### config.mk
export PLATFORM = sky130hd
export DESIGN_NAME = fully_associative_tlb_flat
export DESIGN_NICKNAME = d
export VERILOG_FILES = /design/src/design/fatlb_pkg.sv /design/src/design/fatlb_if.sv /design/src/design/fully_associative_tlb.sv /design/src/design/fatlb_ram.sv /design/src/design/fatlb_ctrl.sv /design/src/design/fatlb_datapath.sv /design/src/flat_wrapper.sv
export SDC_FILE = /design/constraint.sdc
export NUM_CORES = 2
export LEC_CHECK = 0
export ABC_AREA = 0
export BUFFER_PORTS_ARGS = -buffer_cell sky130_fd_sc_hd__buf_2
export CORE_ASPECT_RATIO = 1.1
export CORE_MARGIN = 3
export CORE_UTILIZATION = 45
export CTS_CLUSTER_SIZE = 40
export DETAILED_ROUTE_END_ITERATION = 6
export PLACE_DENSITY_LB_ADDON = 0.3
export SYNTH_ARGS = -nofsm -noshare
export SYNTH_HDL_FRONTEND = slang
export SYNTH_SLANG_ARGS = --single-unit
### constraint.sdc
create_clock -name clock -period 4.5 [get_ports clock]
set_input_delay 0.675 -clock clock [delete_from_list [all_inputs] [get_ports clock]]
set_output_delay 0.675 -clock clock [all_outputs]
set_load 0.01 [all_outputs]
### src/design/fatlb_pkg.sv
// Shared types and constants for the fully associative translation buffer.
package fatlb_pkg;

   // Field widths of the request and response payloads.
   localparam int ADDR_BITS        = 32;
   localparam int PAGE_SHIFT       = 12;
   localparam int PAGE_BITS        = 20;
   localparam int INDEX_FIELD_BITS = 6;

   // The match search resolves groups of at most eight entries per stage.
   localparam int GROUP_LIMIT_BITS = 3;

   // Victim selection uses a 16-bit Galois LFSR.
   localparam logic [15:0] LFSR_SEED = 16'hACE1;
   localparam logic [15:0] LFSR_TAPS = 16'hB400;

   // Request kinds; the fourth code is unused and leaves the state alone.
   typedef enum logic [1:0] {
      KIND_LOOKUP = 2'd0,
      KIND_FILL   = 2'd1,
      KIND_FLUSH  = 2'd2
   } kind_type;

   // Commands from the controller to the datapath.
   typedef struct packed {
      logic capture;
      logic compare;
      logic encode;
      logic select;
      logic load;
   } dp_cmd_type;

   // Status from the datapath to the controller.
   typedef struct packed {
      logic out_free;
   } dp_status_type;

endpackage

### src/design/fatlb_if.sv
// Request and response channel interfaces of the translation buffer.
interface fatlb_req_if;
   logic        valid;
   logic        ready;
   logic [1:0]  kind;
   logic [31:0] linear_address;
   logic [31:0] page_entry;

   modport source (output valid, output kind, output linear_address, output page_entry,
                   input ready);
   modport sink (input valid, input kind, input linear_address, input page_entry,
                 output ready);
endinterface

interface fatlb_rsp_if;
   logic        valid;
   logic        ready;
   logic        hit;
   logic [31:0] frame_base;
   logic [5:0]  entry_index;

   modport source (output valid, output hit, output frame_base, output entry_index,
                   input ready);
   modport sink (input valid, input hit, input frame_base, input entry_index,
                 output ready);
endinterface

### src/design/fully_associative_tlb.sv
// Top level of the fully associative translation buffer.
//
//   Channel   Direction  Contents
//   req_chan  in         kind, linear_address, page_entry
//   rsp_chan  out        hit, frame_base, entry_index
//
// Each request passes through acceptance, a parallel tag compare, a grouped
// priority encode, the entry select with the frame RAM access, and the load of
// the output register; the match search has three stages. A new request is
// accepted while the previous response waits; a finished request holds until
// the output register frees. Reset clears all valid bits and seeds the victim
// LFSR; no clearing pass follows.
module fully_associative_tlb import fatlb_pkg::*; #(
   parameter int INDEX_BITS = 6
) (
   input logic        clock,
   input logic        reset,
   fatlb_req_if.sink  req_chan,
   fatlb_rsp_if.source rsp_chan
);

   dp_cmd_type    cmd;
   dp_status_type status;

   // Controller.
   fatlb_ctrl u_ctrl (
      .clock     (clock),
      .reset     (reset),
      .req_valid (req_chan.valid),
      .req_ready (req_chan.ready),
      .status    (status),
      .cmd       (cmd)
   );

   // Datapath.
   fatlb_datapath #(
      .INDEX_BITS (INDEX_BITS)
   ) u_datapath (
      .clock              (clock),
      .reset              (reset),
      .cmd                (cmd),
      .status             (status),
      .req_kind           (req_chan.kind),
      .req_linear_address (req_chan.linear_address),
      .req_page_entry     (req_chan.page_entry),
      .rsp_valid          (rsp_chan.valid),
      .rsp_ready          (rsp_chan.ready),
      .rsp_hit            (rsp_chan.hit),
      .rsp_frame_base     (rsp_chan.frame_base),
      .rsp_entry_index    (rsp_chan.entry_index)
   );

endmodule

### src/design/fatlb_ram.sv
// Generic single-write, single-read RAM with registered read data.
module fatlb_ram #(
   parameter int WIDTH = 20,
   parameter int DEPTH = 64
) (
   input  logic                     clock,
   input  logic                     wr_en,
   input  logic [$clog2(DEPTH)-1:0] wr_addr,
   input  logic [WIDTH-1:0]         wr_data,
   input  logic                     rd_en,
   input  logic [$clog2(DEPTH)-1:0] rd_addr,
   output logic [WIDTH-1:0]         rd_data
);

   logic [WIDTH-1:0] mem_ff [DEPTH];
   logic [WIDTH-1:0] rd_data_ff;

   // Write port and registered read port.
   always_ff @(posedge clock) begin
      if (wr_en) begin
         mem_ff[wr_addr] <= wr_data;
      end
      if (rd_en) begin
         rd_data_ff <= mem_ff[rd_addr];
      end
   end

   assign rd_data = rd_data_ff;

endmodule

### src/design/fatlb_ctrl.sv
// Sequencing state machine of the translation buffer.
module fatlb_ctrl import fatlb_pkg::*; (
   input  logic          clock,
   input  logic          reset,
   input  logic          req_valid,
   output logic          req_ready,
   input  dp_status_type status,
   output dp_cmd_type    cmd
);

   typedef enum logic [4:0] {
      ST_IDLE = 5'b00001,
      ST_CMP  = 5'b00010,
      ST_ENC  = 5'b00100,
      ST_SEL  = 5'b01000,
      ST_DONE = 5'b10000
   } state_type;

   state_type state_ff;
   state_type state_in;
   logic      accept;

   assign req_ready = (state_ff == ST_IDLE);
   assign accept    = req_valid && req_ready;

   // Next state: one step per search stage, then wait for room at the output.
   always_comb begin
      state_in = state_ff;
      unique case (state_ff)
         ST_IDLE: if (accept) state_in = ST_CMP;
         ST_CMP:  state_in = ST_ENC;
         ST_ENC:  state_in = ST_SEL;
         ST_SEL:  state_in = ST_DONE;
         ST_DONE: if (status.out_free) state_in = ST_IDLE;
         default: state_in = ST_IDLE;
      endcase
   end

   always_ff @(posedge clock) begin
      if (reset) begin
         state_ff <= ST_IDLE;
      end else begin
         state_ff <= state_in;
      end
   end

   // Datapath commands decoded from the state.
   always_comb begin
      cmd.capture = accept;
      cmd.compare = (state_ff == ST_CMP);
      cmd.encode  = (state_ff == ST_ENC);
      cmd.select  = (state_ff == ST_SEL);
      cmd.load    = (state_ff == ST_DONE) && status.out_free;
   end

endmodule

### src/design/fatlb_datapath.sv
// Entry store, match search, victim LFSR and response register.
module fatlb_datapath import fatlb_pkg::*; #(
   parameter int INDEX_BITS = 6
) (
   input  logic                        clock,
   input  logic                        reset,
   input  dp_cmd_type                  cmd,
   output dp_status_type               status,
   input  logic [1:0]                  req_kind,
   input  logic [ADDR_BITS-1:0]        req_linear_address,
   input  logic [ADDR_BITS-1:0]        req_page_entry,
   output logic                        rsp_valid,
   input  logic                        rsp_ready,
   output logic                        rsp_hit,
   output logic [ADDR_BITS-1:0]        rsp_frame_base,
   output logic [INDEX_FIELD_BITS-1:0] rsp_entry_index
);

   localparam int ENTRIES    = 1 << INDEX_BITS;
   localparam int GROUP_BITS = (INDEX_BITS < GROUP_LIMIT_BITS) ? INDEX_BITS : GROUP_LIMIT_BITS;
   localparam int GROUP_SIZE = 1 << GROUP_BITS;
   localparam int GROUPS     = ENTRIES >> GROUP_BITS;
   localparam int GSEL_BITS  = (INDEX_BITS > GROUP_BITS) ? INDEX_BITS - GROUP_BITS : 1;

   // Captured request.
   kind_type             kind_ff;
   logic [PAGE_BITS-1:0] page_ff;
   logic [PAGE_BITS-1:0] pte_frame_ff;

   // Entry state: valid bits and page tags as compare cells, frames in RAM.
   logic [ENTRIES-1:0]   valid_ff;
   logic [PAGE_BITS-1:0] page_cell_ff [ENTRIES];
   logic [15:0]          lfsr_ff;
   logic [15:0]          lfsr_in;

   // Search pipeline.
   logic [ENTRIES-1:0]    match_ff;
   logic [ENTRIES-1:0]    match_in;
   logic [GROUPS-1:0]     grp_any_ff;
   logic [GROUPS-1:0]     grp_any_in;
   logic [GROUP_BITS-1:0] grp_off_ff [GROUPS];
   logic [GROUP_BITS-1:0] grp_off_in [GROUPS];
   logic                  sel_any;
   logic [GSEL_BITS-1:0]  sel_grp;
   logic [INDEX_BITS-1:0] sel_idx;
   logic [INDEX_BITS-1:0] target_idx;
   logic                  hit_any_ff;
   logic [INDEX_BITS-1:0] idx_ff;

   // Frame RAM.
   logic                 ram_wr_en;
   logic                 ram_rd_en;
   logic [PAGE_BITS-1:0] ram_rd_data;

   // Response register.
   logic                        rsp_valid_ff;
   logic                        rsp_hit_ff;
   logic                        rsp_hit_in;
   logic [ADDR_BITS-1:0]        rsp_frame_ff;
   logic [ADDR_BITS-1:0]        rsp_frame_in;
   logic [INDEX_FIELD_BITS-1:0] rsp_index_ff;
   logic [INDEX_FIELD_BITS-1:0] rsp_index_in;

   // Capture the request fields at acceptance.
   always_ff @(posedge clock) begin
      if (cmd.capture) begin
         kind_ff      <= kind_type'(req_kind);
         page_ff      <= req_linear_address[ADDR_BITS-1:PAGE_SHIFT];
         pte_frame_ff <= req_page_entry[ADDR_BITS-1:PAGE_SHIFT];
      end
   end

   // Compare the page number against every valid entry.
   always_comb begin
      for (int i = 0; i < ENTRIES; i++) begin
         match_in[i] = valid_ff[i] && (page_cell_ff[i] == page_ff);
      end
   end

   // Lowest matching offset inside each group of entries.
   always_comb begin
      for (int g = 0; g < GROUPS; g++) begin
         grp_any_in[g] = 1'b0;
         grp_off_in[g] = '0;
         for (int j = GROUP_SIZE - 1; j >= 0; j--) begin
            if (match_ff[g * GROUP_SIZE + j]) begin
               grp_any_in[g] = 1'b1;
               grp_off_in[g] = GROUP_BITS'(j);
            end
         end
      end
   end

   // Lowest matching group, then the entry index and the fill target.
   always_comb begin
      sel_any = 1'b0;
      sel_grp = '0;
      for (int g = GROUPS - 1; g >= 0; g--) begin
         if (grp_any_ff[g]) begin
            sel_any = 1'b1;
            sel_grp = GSEL_BITS'(g);
         end
      end
      sel_idx    = (INDEX_BITS'(sel_grp) << GROUP_BITS) | INDEX_BITS'(grp_off_ff[sel_grp]);
      target_idx = sel_any ? sel_idx : lfsr_ff[INDEX_BITS-1:0];
   end

   always_ff @(posedge clock) begin
      if (cmd.compare) begin
         match_ff <= match_in;
      end
      if (cmd.encode) begin
         grp_any_ff <= grp_any_in;
         grp_off_ff <= grp_off_in;
      end
      if (cmd.select) begin
         hit_any_ff <= sel_any;
         idx_ff     <= (kind_ff == KIND_FILL) ? target_idx : sel_idx;
      end
   end

   // Galois step of the victim LFSR.
   assign lfsr_in = {1'b0, lfsr_ff[15:1]} ^ (lfsr_ff[0] ? LFSR_TAPS : 16'h0000);

   // Entry updates: a fill writes one slot, a flush clears every valid bit.
   always_ff @(posedge clock) begin
      if (reset) begin
         valid_ff <= '0;
         lfsr_ff  <= LFSR_SEED;
      end else if (cmd.select) begin
         if (kind_ff == KIND_FILL) begin
            valid_ff[target_idx] <= 1'b1;
            if (!sel_any) begin
               lfsr_ff <= lfsr_in;
            end
         end else if (kind_ff == KIND_FLUSH) begin
            valid_ff <= '0;
         end
      end
   end

   always_ff @(posedge clock) begin
      if (cmd.select && (kind_ff == KIND_FILL)) begin
         page_cell_ff[target_idx] <= page_ff;
      end
   end

   assign ram_wr_en = cmd.select && (kind_ff == KIND_FILL);
   assign ram_rd_en = cmd.select && (kind_ff == KIND_LOOKUP);

   fatlb_ram #(
      .WIDTH (PAGE_BITS),
      .DEPTH (ENTRIES)
   ) u_frame_ram (
      .clock   (clock),
      .wr_en   (ram_wr_en),
      .wr_addr (target_idx),
      .wr_data (pte_frame_ff),
      .rd_en   (ram_rd_en),
      .rd_addr (sel_idx),
      .rd_data (ram_rd_data)
   );

   // Response contents by request kind.
   always_comb begin
      rsp_hit_in   = 1'b0;
      rsp_frame_in = '0;
      rsp_index_in = '0;
      unique case (kind_ff)
         KIND_LOOKUP: begin
            if (hit_any_ff) begin
               rsp_hit_in   = 1'b1;
               rsp_frame_in = {ram_rd_data, {PAGE_SHIFT{1'b0}}};
               rsp_index_in = INDEX_FIELD_BITS'(idx_ff);
            end
         end
         KIND_FILL: begin
            rsp_hit_in   = 1'b1;
            rsp_frame_in = {pte_frame_ff, {PAGE_SHIFT{1'b0}}};
            rsp_index_in = INDEX_FIELD_BITS'(idx_ff);
         end
         default: begin
            rsp_hit_in = 1'b0;
         end
      endcase
   end

   // Output register: filled on load, emptied when the response is taken.
   always_ff @(posedge clock) begin
      if (reset) begin
         rsp_valid_ff <= 1'b0;
      end else if (cmd.load) begin
         rsp_valid_ff <= 1'b1;
      end else if (rsp_ready) begin
         rsp_valid_ff <= 1'b0;
      end
   end

   always_ff @(posedge clock) begin
      if (cmd.load) begin
         rsp_hit_ff   <= rsp_hit_in;
         rsp_frame_ff <= rsp_frame_in;
         rsp_index_ff <= rsp_index_in;
      end
   end

   assign status.out_free = !rsp_valid_ff || rsp_ready;
   assign rsp_valid       = rsp_valid_ff;
   assign rsp_hit         = rsp_hit_ff;
   assign rsp_frame_base  = rsp_frame_ff;
   assign rsp_entry_index = rsp_index_ff;

   // A fill leaves its target entry valid.
   a_fill_sets_valid: assert property (@(posedge clock) disable iff (reset)
      cmd.select && (kind_ff == KIND_FILL) |=> valid_ff[idx_ff])
      else $error("fill did not mark its entry valid");

   // A flush empties the whole buffer.
   a_flush_clears: assert property (@(posedge clock) disable iff (reset)
      cmd.select && (kind_ff == KIND_FLUSH) |=> (valid_ff == '0))
      else $error("flush left valid entries");

   // A lookup hit always names an entry that matched in the compare stage.
   a_hit_matched: assert property (@(posedge clock) disable iff (reset)
      cmd.select && (kind_ff == KIND_LOOKUP) && sel_any |-> match_ff[sel_idx])
      else $error("selected entry did not match");

   // The LFSR never reaches the all-zero lockup state.
   a_lfsr_nonzero: assert property (@(posedge clock) disable iff (reset)
      lfsr_ff != 16'h0000)
      else $error("victim LFSR reached zero");

endmodule

### src/flat_wrapper.sv
// flat-port wrapper written by rule: the top's interface ports become plain ports
module fully_associative_tlb_flat import fatlb_pkg::*;
#(
   parameter int INDEX_BITS = 6
)
  (clock, reset, req_chan_valid, req_chan_kind, req_chan_linear_address, req_chan_page_entry, req_chan_ready, rsp_chan_valid, rsp_chan_hit, rsp_chan_frame_base, rsp_chan_entry_index, rsp_chan_ready);
  fatlb_req_if req_chan_i ();
  fatlb_rsp_if rsp_chan_i ();
  input logic clock;
  input logic reset;
  input wire logic [$bits(req_chan_i.valid)-1:0] req_chan_valid;
  input wire logic [$bits(req_chan_i.kind)-1:0] req_chan_kind;
  input wire logic [$bits(req_chan_i.linear_address)-1:0] req_chan_linear_address;
  input wire logic [$bits(req_chan_i.page_entry)-1:0] req_chan_page_entry;
  output wire logic [$bits(req_chan_i.ready)-1:0] req_chan_ready;
  output wire logic [$bits(rsp_chan_i.valid)-1:0] rsp_chan_valid;
  output wire logic [$bits(rsp_chan_i.hit)-1:0] rsp_chan_hit;
  output wire logic [$bits(rsp_chan_i.frame_base)-1:0] rsp_chan_frame_base;
  output wire logic [$bits(rsp_chan_i.entry_index)-1:0] rsp_chan_entry_index;
  input wire logic [$bits(rsp_chan_i.ready)-1:0] rsp_chan_ready;
  assign req_chan_i.valid = req_chan_valid;
  assign req_chan_i.kind = req_chan_kind;
  assign req_chan_i.linear_address = req_chan_linear_address;
  assign req_chan_i.page_entry = req_chan_page_entry;
  assign req_chan_ready = req_chan_i.ready;
  assign rsp_chan_valid = rsp_chan_i.valid;
  assign rsp_chan_hit = rsp_chan_i.hit;
  assign rsp_chan_frame_base = rsp_chan_i.frame_base;
  assign rsp_chan_entry_index = rsp_chan_i.entry_index;
  assign rsp_chan_i.ready = rsp_chan_ready;
  fully_associative_tlb #(.INDEX_BITS(INDEX_BITS)) u_core (.clock(clock), .reset(reset), .req_chan(req_chan_i), .rsp_chan(rsp_chan_i));
endmodule
=== Word-level counts from Yosys, hierarchy flattened ===
Memory sizes are Yosys's and may differ from the RTL's. A register that Yosys moved wholly into a read port is not among the register bits.
Cells that the tools add are included.
Widths: inputs -> output; s select.

* Memories: 2
* Bits in writable memories: 2,560
* Bits in registers: 270
* Input bits: 70
* Word-level logic and storage cells: 332

* Magnitude comparators: 3
* Equality and inequality tests: 73
* Mux-type cells: 103
* Reduce and logical (&&, ||, !) cells: 101
* Bitwise gates (word level): 5

{| class="wikitable"
|+ Memory list
! memory !! words !! bits a word !! rd ports !! clocked after Yosys merged registers in !! write ports !! line !! text
|-
| u_core.u_datapath.page_cell_ff || 64 || 20 || 64 || 0 || 1 || fatlb_datapath.sv:32 || <nowiki>logic [PAGE_BITS-1:0] page_cell_ff [ENTRIES];</nowiki>
|-
| u_core.u_datapath.u_frame_ram.mem_ff || 64 || 20 || 1 || 1 || 1 || fatlb_ram.sv:15 || <nowiki>logic [WIDTH-1:0] mem_ff [DEPTH];</nowiki>
|}

{| class="wikitable"
|+ Operator list
! operator !! count
|-
| $eq 20x20->1 || 64
|-
| $mux 64 || 2
|-
| $mux 3 || 42
|-
| $logic_and 1x1->1 || 69
|-
| $or 64x64->64 || 1
|-
| $pmux 32 s2 || 1
|-
| $reduce_or 7->1 || 8
|-
| $mux 2 || 16
|-
| $mux 32 || 1
|-
| $reduce_or 4->1 || 8
|-
| $mux 1 || 30
|-
| $pmux 5 s5 || 1
|-
| $mux 6 || 3
|-
| $mux 16 || 1
|-
| $reduce_or 2->1 || 8
|-
| $xor 15x16->16 || 1
|-
| $pmux 6 s2 || 1
|-
| $mux 5 || 2
|-
| $bmux 3 s3 || 1
|-
| $lt 6x7->1 const B || 1
|-
| $demux 1 s6 || 1
|-
| $ge 6x1->1 const B || 1
|-
| $or 6x3->6 || 1
|-
| $eq 5x1->1 const B || 1
|-
| 18 further kinds || 20
|}

=== Longest topological paths before layout ===
* Word-level depth: 20
* Gate-level depth with buffers: 15
* Mapped depth without buffers: 10

=== Hierarchy ===
A second synthesis with hierarchy kept.

* Cell total of the unflattened synthesis: 6,238
* Area total of the unflattened synthesis: 112,713.1 µm²

{| class="wikitable"
|+ By module, submodules not included
! module !! cells an instance !! area each (µm²) !! instances !! sequential area each (µm²)
|-
| fatlb_datapath || 3,964 || 62,743.9 || 1 || 45,223.4
|-
| fatlb_ram || 2,243 || 49,695.2 || 1 || 39,037.4
|-
| fatlb_ctrl || 31 || 274.0 || 1 || 100.1
|}

=== Worst setup path after synthesis ===
OpenSTA, ideal clock, no wires.

* Path type: flip-flop to flip-flop
* Start point: register u_core.u_datapath.grp_any_ff[0]
* End point: memory u_core.u_datapath.page_cell_ff[10][0], enable pin
* Path buffers: 3
* Stages on the path, launching flop included: 12
* Data required time: 4,062 ps
* Library setup time: 438 ps
* Slack: -256 ps
* Arrival: 4,318 ps
* Cells stage by stage: edfxtp_1 -> clkbuf_1 -> or2_2 -> nor2_1 -> nand3_1 -> a22oi_1 -> clkbuf_1 -> clkbuf_1 -> nand2_1 -> o21ai_1 -> nand2_1 -> nor2_1

* Cells in the longest elaborated chain, start to end: 7
* Elaborated cells between the ends (all ways): 8

{| class="wikitable"
|+ Ends and longest elaborated chain
! item !! line !! text
|-
| start, declared || fatlb_datapath.sv:39 || <nowiki>logic [GROUPS-1:0] grp_any_ff;</nowiki>
|-
| start signal, assigned || fatlb_datapath.sv:113 || <nowiki>grp_any_ff <= grp_any_in;</nowiki>
|-
| $mux 3 || fatlb_datapath.sv:99 || <nowiki>if (grp_any_ff[g]) begin</nowiki>
|-
| $not 3->4 (not written as such) || fatlb_datapath.sv:104 || <nowiki>sel_idx = (INDEX_BITS'(sel_grp) << GROUP_BITS) | INDEX_BITS'(grp_off_ff[sel_grp]);</nowiki>
|-
| $bmux 3 s3 || fatlb_datapath.sv:104 ||
|-
| $mux 3 (not written as such) (2 in a row) || fatlb_datapath.sv:104 ||
|-
| $or 6x3->6 || fatlb_datapath.sv:104 ||
|-
| $mux 6 * || fatlb_datapath.sv:105 || <nowiki>target_idx = sel_any ? sel_idx : lfsr_ff[INDEX_BITS-1:0];</nowiki>
|-
| end, declared || fatlb_datapath.sv:32 ||
|}

Mark *: on every way between the ends. The rest lies on a longest branch, timed or not. The select of a mux whose other input is x is not followed.

=== Final worst setup path ===
* Start point: register u_core.u_datapath.grp_any_ff[5]
* End point: register u_core.u_datapath.u_frame_ram.rd_data_ff[6], in the netlist u_core.u_datapath.u_frame_ram.rd_data[6] (read register of u_core.u_datapath.u_frame_ram.mem_ff) (data pin)

* Cells in the longest elaborated chain, start to end: 11

{| class="wikitable"
|+ Ends and longest elaborated chain
! item !! line !! text
|-
| $mux 3 * (6 in a row) || fatlb_datapath.sv:99 ||
|-
| $not 3->4 (not written as such) || fatlb_datapath.sv:104 ||
|-
| $bmux 3 s3 || fatlb_datapath.sv:104 ||
|-
| $mux 3 (not written as such) (2 in a row) || fatlb_datapath.sv:104 ||
|-
| $or 6x3->6 * || fatlb_datapath.sv:104 ||
|-
| end, declared || fatlb_ram.sv:16 || <nowiki>logic [WIDTH-1:0] rd_data_ff;</nowiki>
|}

Marked as above.
A chain may end at the register's enable or synchronous reset.

==> out/summary.txt <==
Worst Tran Pin Value -> 1.411 ns
Max Fclk -> 236.0 MHz
Std cell rows -> 191
Mean Syn Cell Area -> 14.90 µm²
Critical path type -> flop to flop
Postcts setup bufs -> 0
Cells after Synth -> 7554
Worst flop-to-flop path startpoint -> u_core.u_datapath.grp_any_ff[5]$_SDFFCE_PP1P_
Final nets -> 8051
Die width -> 482.8 µm
Count of cell types in the netlist -> 53
CP endpoint kind -> flop
CTS Root Cell -> clkbuf_16
Cell Chain, Critical Path -> or4_1 -> nand3_1 -> a21oi_1 -> o31a_1 -> a2111oi_4 -> and2_2 -> buf_4 -> a31oi_1 -> nand3_1 -> nand4_1 -> a2111o_1
Max Root-Sink Buffers -> 4
Largest net degree at the start of global routing -> 92
First-pass GRT wire length -> 426600 µm
DRC Markers -> 0
Final WS setup -> 0.2627 ns
Die Y -> 530.5 µm
Sequential area share after synthesis -> 0.7497
Wire length per cell after detailed routing -> 25.50 µm
Die area -> 256100 µm²
RSZ-0062 raised after global routing -> no
Leakage -> 42.05 nW
Status -> completed
Worst setup path start -> u_core.u_datapath.grp_any_ff[5]$_SDFFCE_PP1P_
CP max FO -> 22
Worst Min Path Start -> rsp_chan_ready
Register-to-Register Path Depth -> 11
Post-DP HPWL -> 174500 µm
GRT overflow -> 0
CP max stage delay -> 0.67 ns
GR Util All Layers -> 0.2261
Number of flops mapped to enable cells by yosys -> 2752
Crit start category -> flop
Skew final -> 0.05029 ns
H-tree Lvls -> 5
Final setup fails -> 0
Max_slew headroom -> 0.05958
Vias/cell -> 5.595
TritonCTS clock tree -> yes
Seq cells post-synth -> 2838
Top Metal Used -> met4
Predominant post-synthesis flop cell -> edfxtp_1
Gpl congestion -> 0.8561
CTS Buf Count -> 299
WL met1 -> 116200 µm
Max Slew Vio Count -> 0
Worst Hold Path EP -> u_core.u_datapath.rsp_valid$_SDFFE_PP0P_
Worst-skew pair later-pin latency -> 0.93 ns
Most frequent cells in the layout -> edfxtp_1, nand2_1, xnor2_1, nand3_1, xor2_1
Pwr per Cell Area -> 433.3 nW/µm²
IO Pins -> 111
Hold depth -> 3
Synthesized area -> 112500 µm²
R2R setup slack -> 0.26 ns
Post-synthesis async set-or-reset flop share -> 0
Starting Density -> 0.4545
Min-delay worst type -> input pin to flop
Routed via count -> 64200
Final hold vios -> 0
Crit path DAT -> 4.91 ns
Worst r2r dst -> u_core.u_datapath.u_frame_ram.rd_data[6]$_DFFE_PP_
DRT Wirelength -> 292600 µm
Crit share post-route -> 0.9416
Max stage delay cell, worst path -> or4_1
Initial antenna violation count -> 5
Synthesis-to-layout area growth -> 15.50%
Post-Place Setup Slack -> 0.3275 ns
Max VDD drop -> 0.4294 mV
IO buf count -> 74
Routed length on met3 -> 19130 µm
CP Data Required Time -> 5.17 ns
Vias in the first global route -> 63300
Final ANT Viol Nets -> 0
Most common cell after layout, fill and taps aside -> edfxtp_1
Synth Warn # -> 0
Tmin final -> 4.237 ns
TritonRoute pass-1 iters -> 6
Max_cap viols -> 0
Layout cells sized above 1 -> 0.1184
Core Box Area -> 247600 µm²
Crit path top cell by count -> nand3_1
Clk sinks -> 2838
Iteration-0 DRC Markers -> 6540
WL met2 -> 142400 µm
Clock transition at path regs -> 0.06 ns
Tot Pwr -> 56.32 mW
[through the flow]
stage	TNS, ns	hold slack (ns)	util	cell area (µm²)	cells
after global routing	0	0.05772	0.5249	130000	11470
after floorplan	-641.42	0.4321	-	112600	7565
final	0	0.08448	0.5250	130000	11480
after detailed placement	0	0.4499	0.4858	120300	10920
after CTS	0	0.01532	0.5249	130000	11470
after global placement	0	0.4415	0.4858	120300	10920
[worst max-delay path: cells and delay by family, from the launching register on]
family,cells,cell delay [ns]
DFF,1,0.54
buffers and inverters,1,0.37
and+or+nand+nor,5,1.58
AOI/OAI and AO/OA,5,1.45
[power breakdown]
group | switching, mW | leakage (nW) | internal [mW]
Combinational | 2.10 | 12.1 | 1.03
Sequential | 0.185 | 25.4 | 29.4
Clock | 9.84 | 4.55 | 13.8
Total | 12.1 | 42.1 | 44.2
[routing by layer]
| layer | up-vias | GRT usage |
|---|---|---|
| met5 | - | 0 |
| met4 | 0 | 0.1042 |
| met3 | 561 | 0.03157 |
| met2 | 2531 | 0.3761 |
| met1 | 32420 | 0.2950 |
| li1 | 28690 | - |
[cells in the mapped netlist, types with 8 or more instances]
| library cell | instances | share of area |
|---|---|---|
| buf_2 | 20 | 0.00089 |
| o21ai_0 | 26 | 0.0012 |
| nand4_1 | 314 | 0.017 |
| o22ai_1 | 38 | 0.0021 |
| nor2_1 | 229 | 0.0076 |
| buf_4 | 14 | 0.00093 |
| nand3b_1 | 9 | 0.00060 |
| nand3_1 | 539 | 0.024 |
| buf_1 | 77 | 0.0026 |
| clkbuf_1 | 278 | 0.0093 |
| and2_1 | 8 | 0.00044 |
| mux2i_1 | 105 | 0.0093 |
| a211o_1 | 18 | 0.0014 |
| nor2b_1 | 21 | 0.0012 |
| xnor2_1 | 771 | 0.060 |
| inv_1 | 17 | 0.00057 |
| dfxtp_1 | 86 | 0.015 |
| a31oi_1 | 82 | 0.0046 |
| edfxtp_1 | 2752 | 0.73 |
| nand2_1 | 1172 | 0.039 |
| nor4_1 | 210 | 0.012 |
| nor3_1 | 34 | 0.0015 |
| a22o_1 | 21 | 0.0016 |
| a32oi_1 | 55 | 0.0043 |
| xor2_1 | 512 | 0.040 |
| a21oi_1 | 96 | 0.0043 |
[kinds of logic (layout without fill, tap and decap cells)]
kind of cell | count (synthesis) | in the layout | share of synthesized area
AO/OA/AOI/OAI | 369 | 369 | 0.02206
XOR/XNOR | 1283 | 1283 | 0.09986
adder cells (fa/ha/maj) | 2 | 2 | 0.0002223
buffers and inverters | 407 | 1035 | 0.01427
flip-flops | 2838 | 2838 | 0.7497
multiplexers | 109 | 109 | 0.009740
other | 1 | 13 | 0.00003332
AND/OR/NAND/NOR | 2545 | 2545 | 0.1041
[flip-flops by register name, summed over array words and instances (netlist names)]
register	cells
u_core.u_datapath.rsp_valid	1
u_core.u_datapath.idx_ff	6
u_core.u_datapath.u_frame_ram.mem_ff	1280
u_core.u_datapath.valid_ff	64
u_core.u_datapath.rsp_hit	1
u_core.u_datapath.page_ff	20
u_core.u_datapath.rsp_entry_index	6
u_core.u_datapath.grp_any_ff	8
u_core.u_datapath.hit_any_ff	1
u_core.u_datapath.u_frame_ram.rd_data	20
u_core.u_datapath.grp_off_ff	24
u_core.u_datapath.rsp_frame_base	20
u_core.u_datapath.page_cell_ff	1280
u_core.u_datapath.pte_frame_ff	20
u_core.u_ctrl.state_ff	5
u_core.u_datapath.match_ff	64
u_core.u_datapath.lfsr_ff	16
u_core.u_datapath.kind_ff	2
[repair_timing]
item,in CTS,in global routing
hold buffers,42,0
hold endpoints to repair,42,0
resized for setup,0,0
setup endpoints to repair,0,0
[worst max-delay path by stage]
stage,end,slack [ns]
finish,u_core.u_datapath.u_frame_ram.rd_data[6]$_DFFE_PP_,0.26
detailed placement,u_core.u_datapath.u_frame_ram.rd_data[6]$_DFFE_PP_,0.33
global route,u_core.u_datapath.u_frame_ram.rd_data[5]$_DFFE_PP_,0.16
CTS,u_core.u_datapath.u_frame_ram.rd_data[6]$_DFFE_PP_,0.29
floorplan,u_core.u_datapath.page_cell_ff[10][0]$_DFFE_PP_,-0.26
global placement,u_core.u_datapath.u_frame_ram.rd_data[2]$_DFFE_PP_,0.39
[layout make-up]
class	instances	area, µm²
clock inverters	138	1176
inverters	18	68.82
multi-input cells	4320	27220
diodes	1	2.502
clock buffers	377	8084
well taps	3281	4105
fillers	19950	117600
repair buffers	502	4952
flip-flops and latches	2838	84360
(Power assumes the default switching activity.)
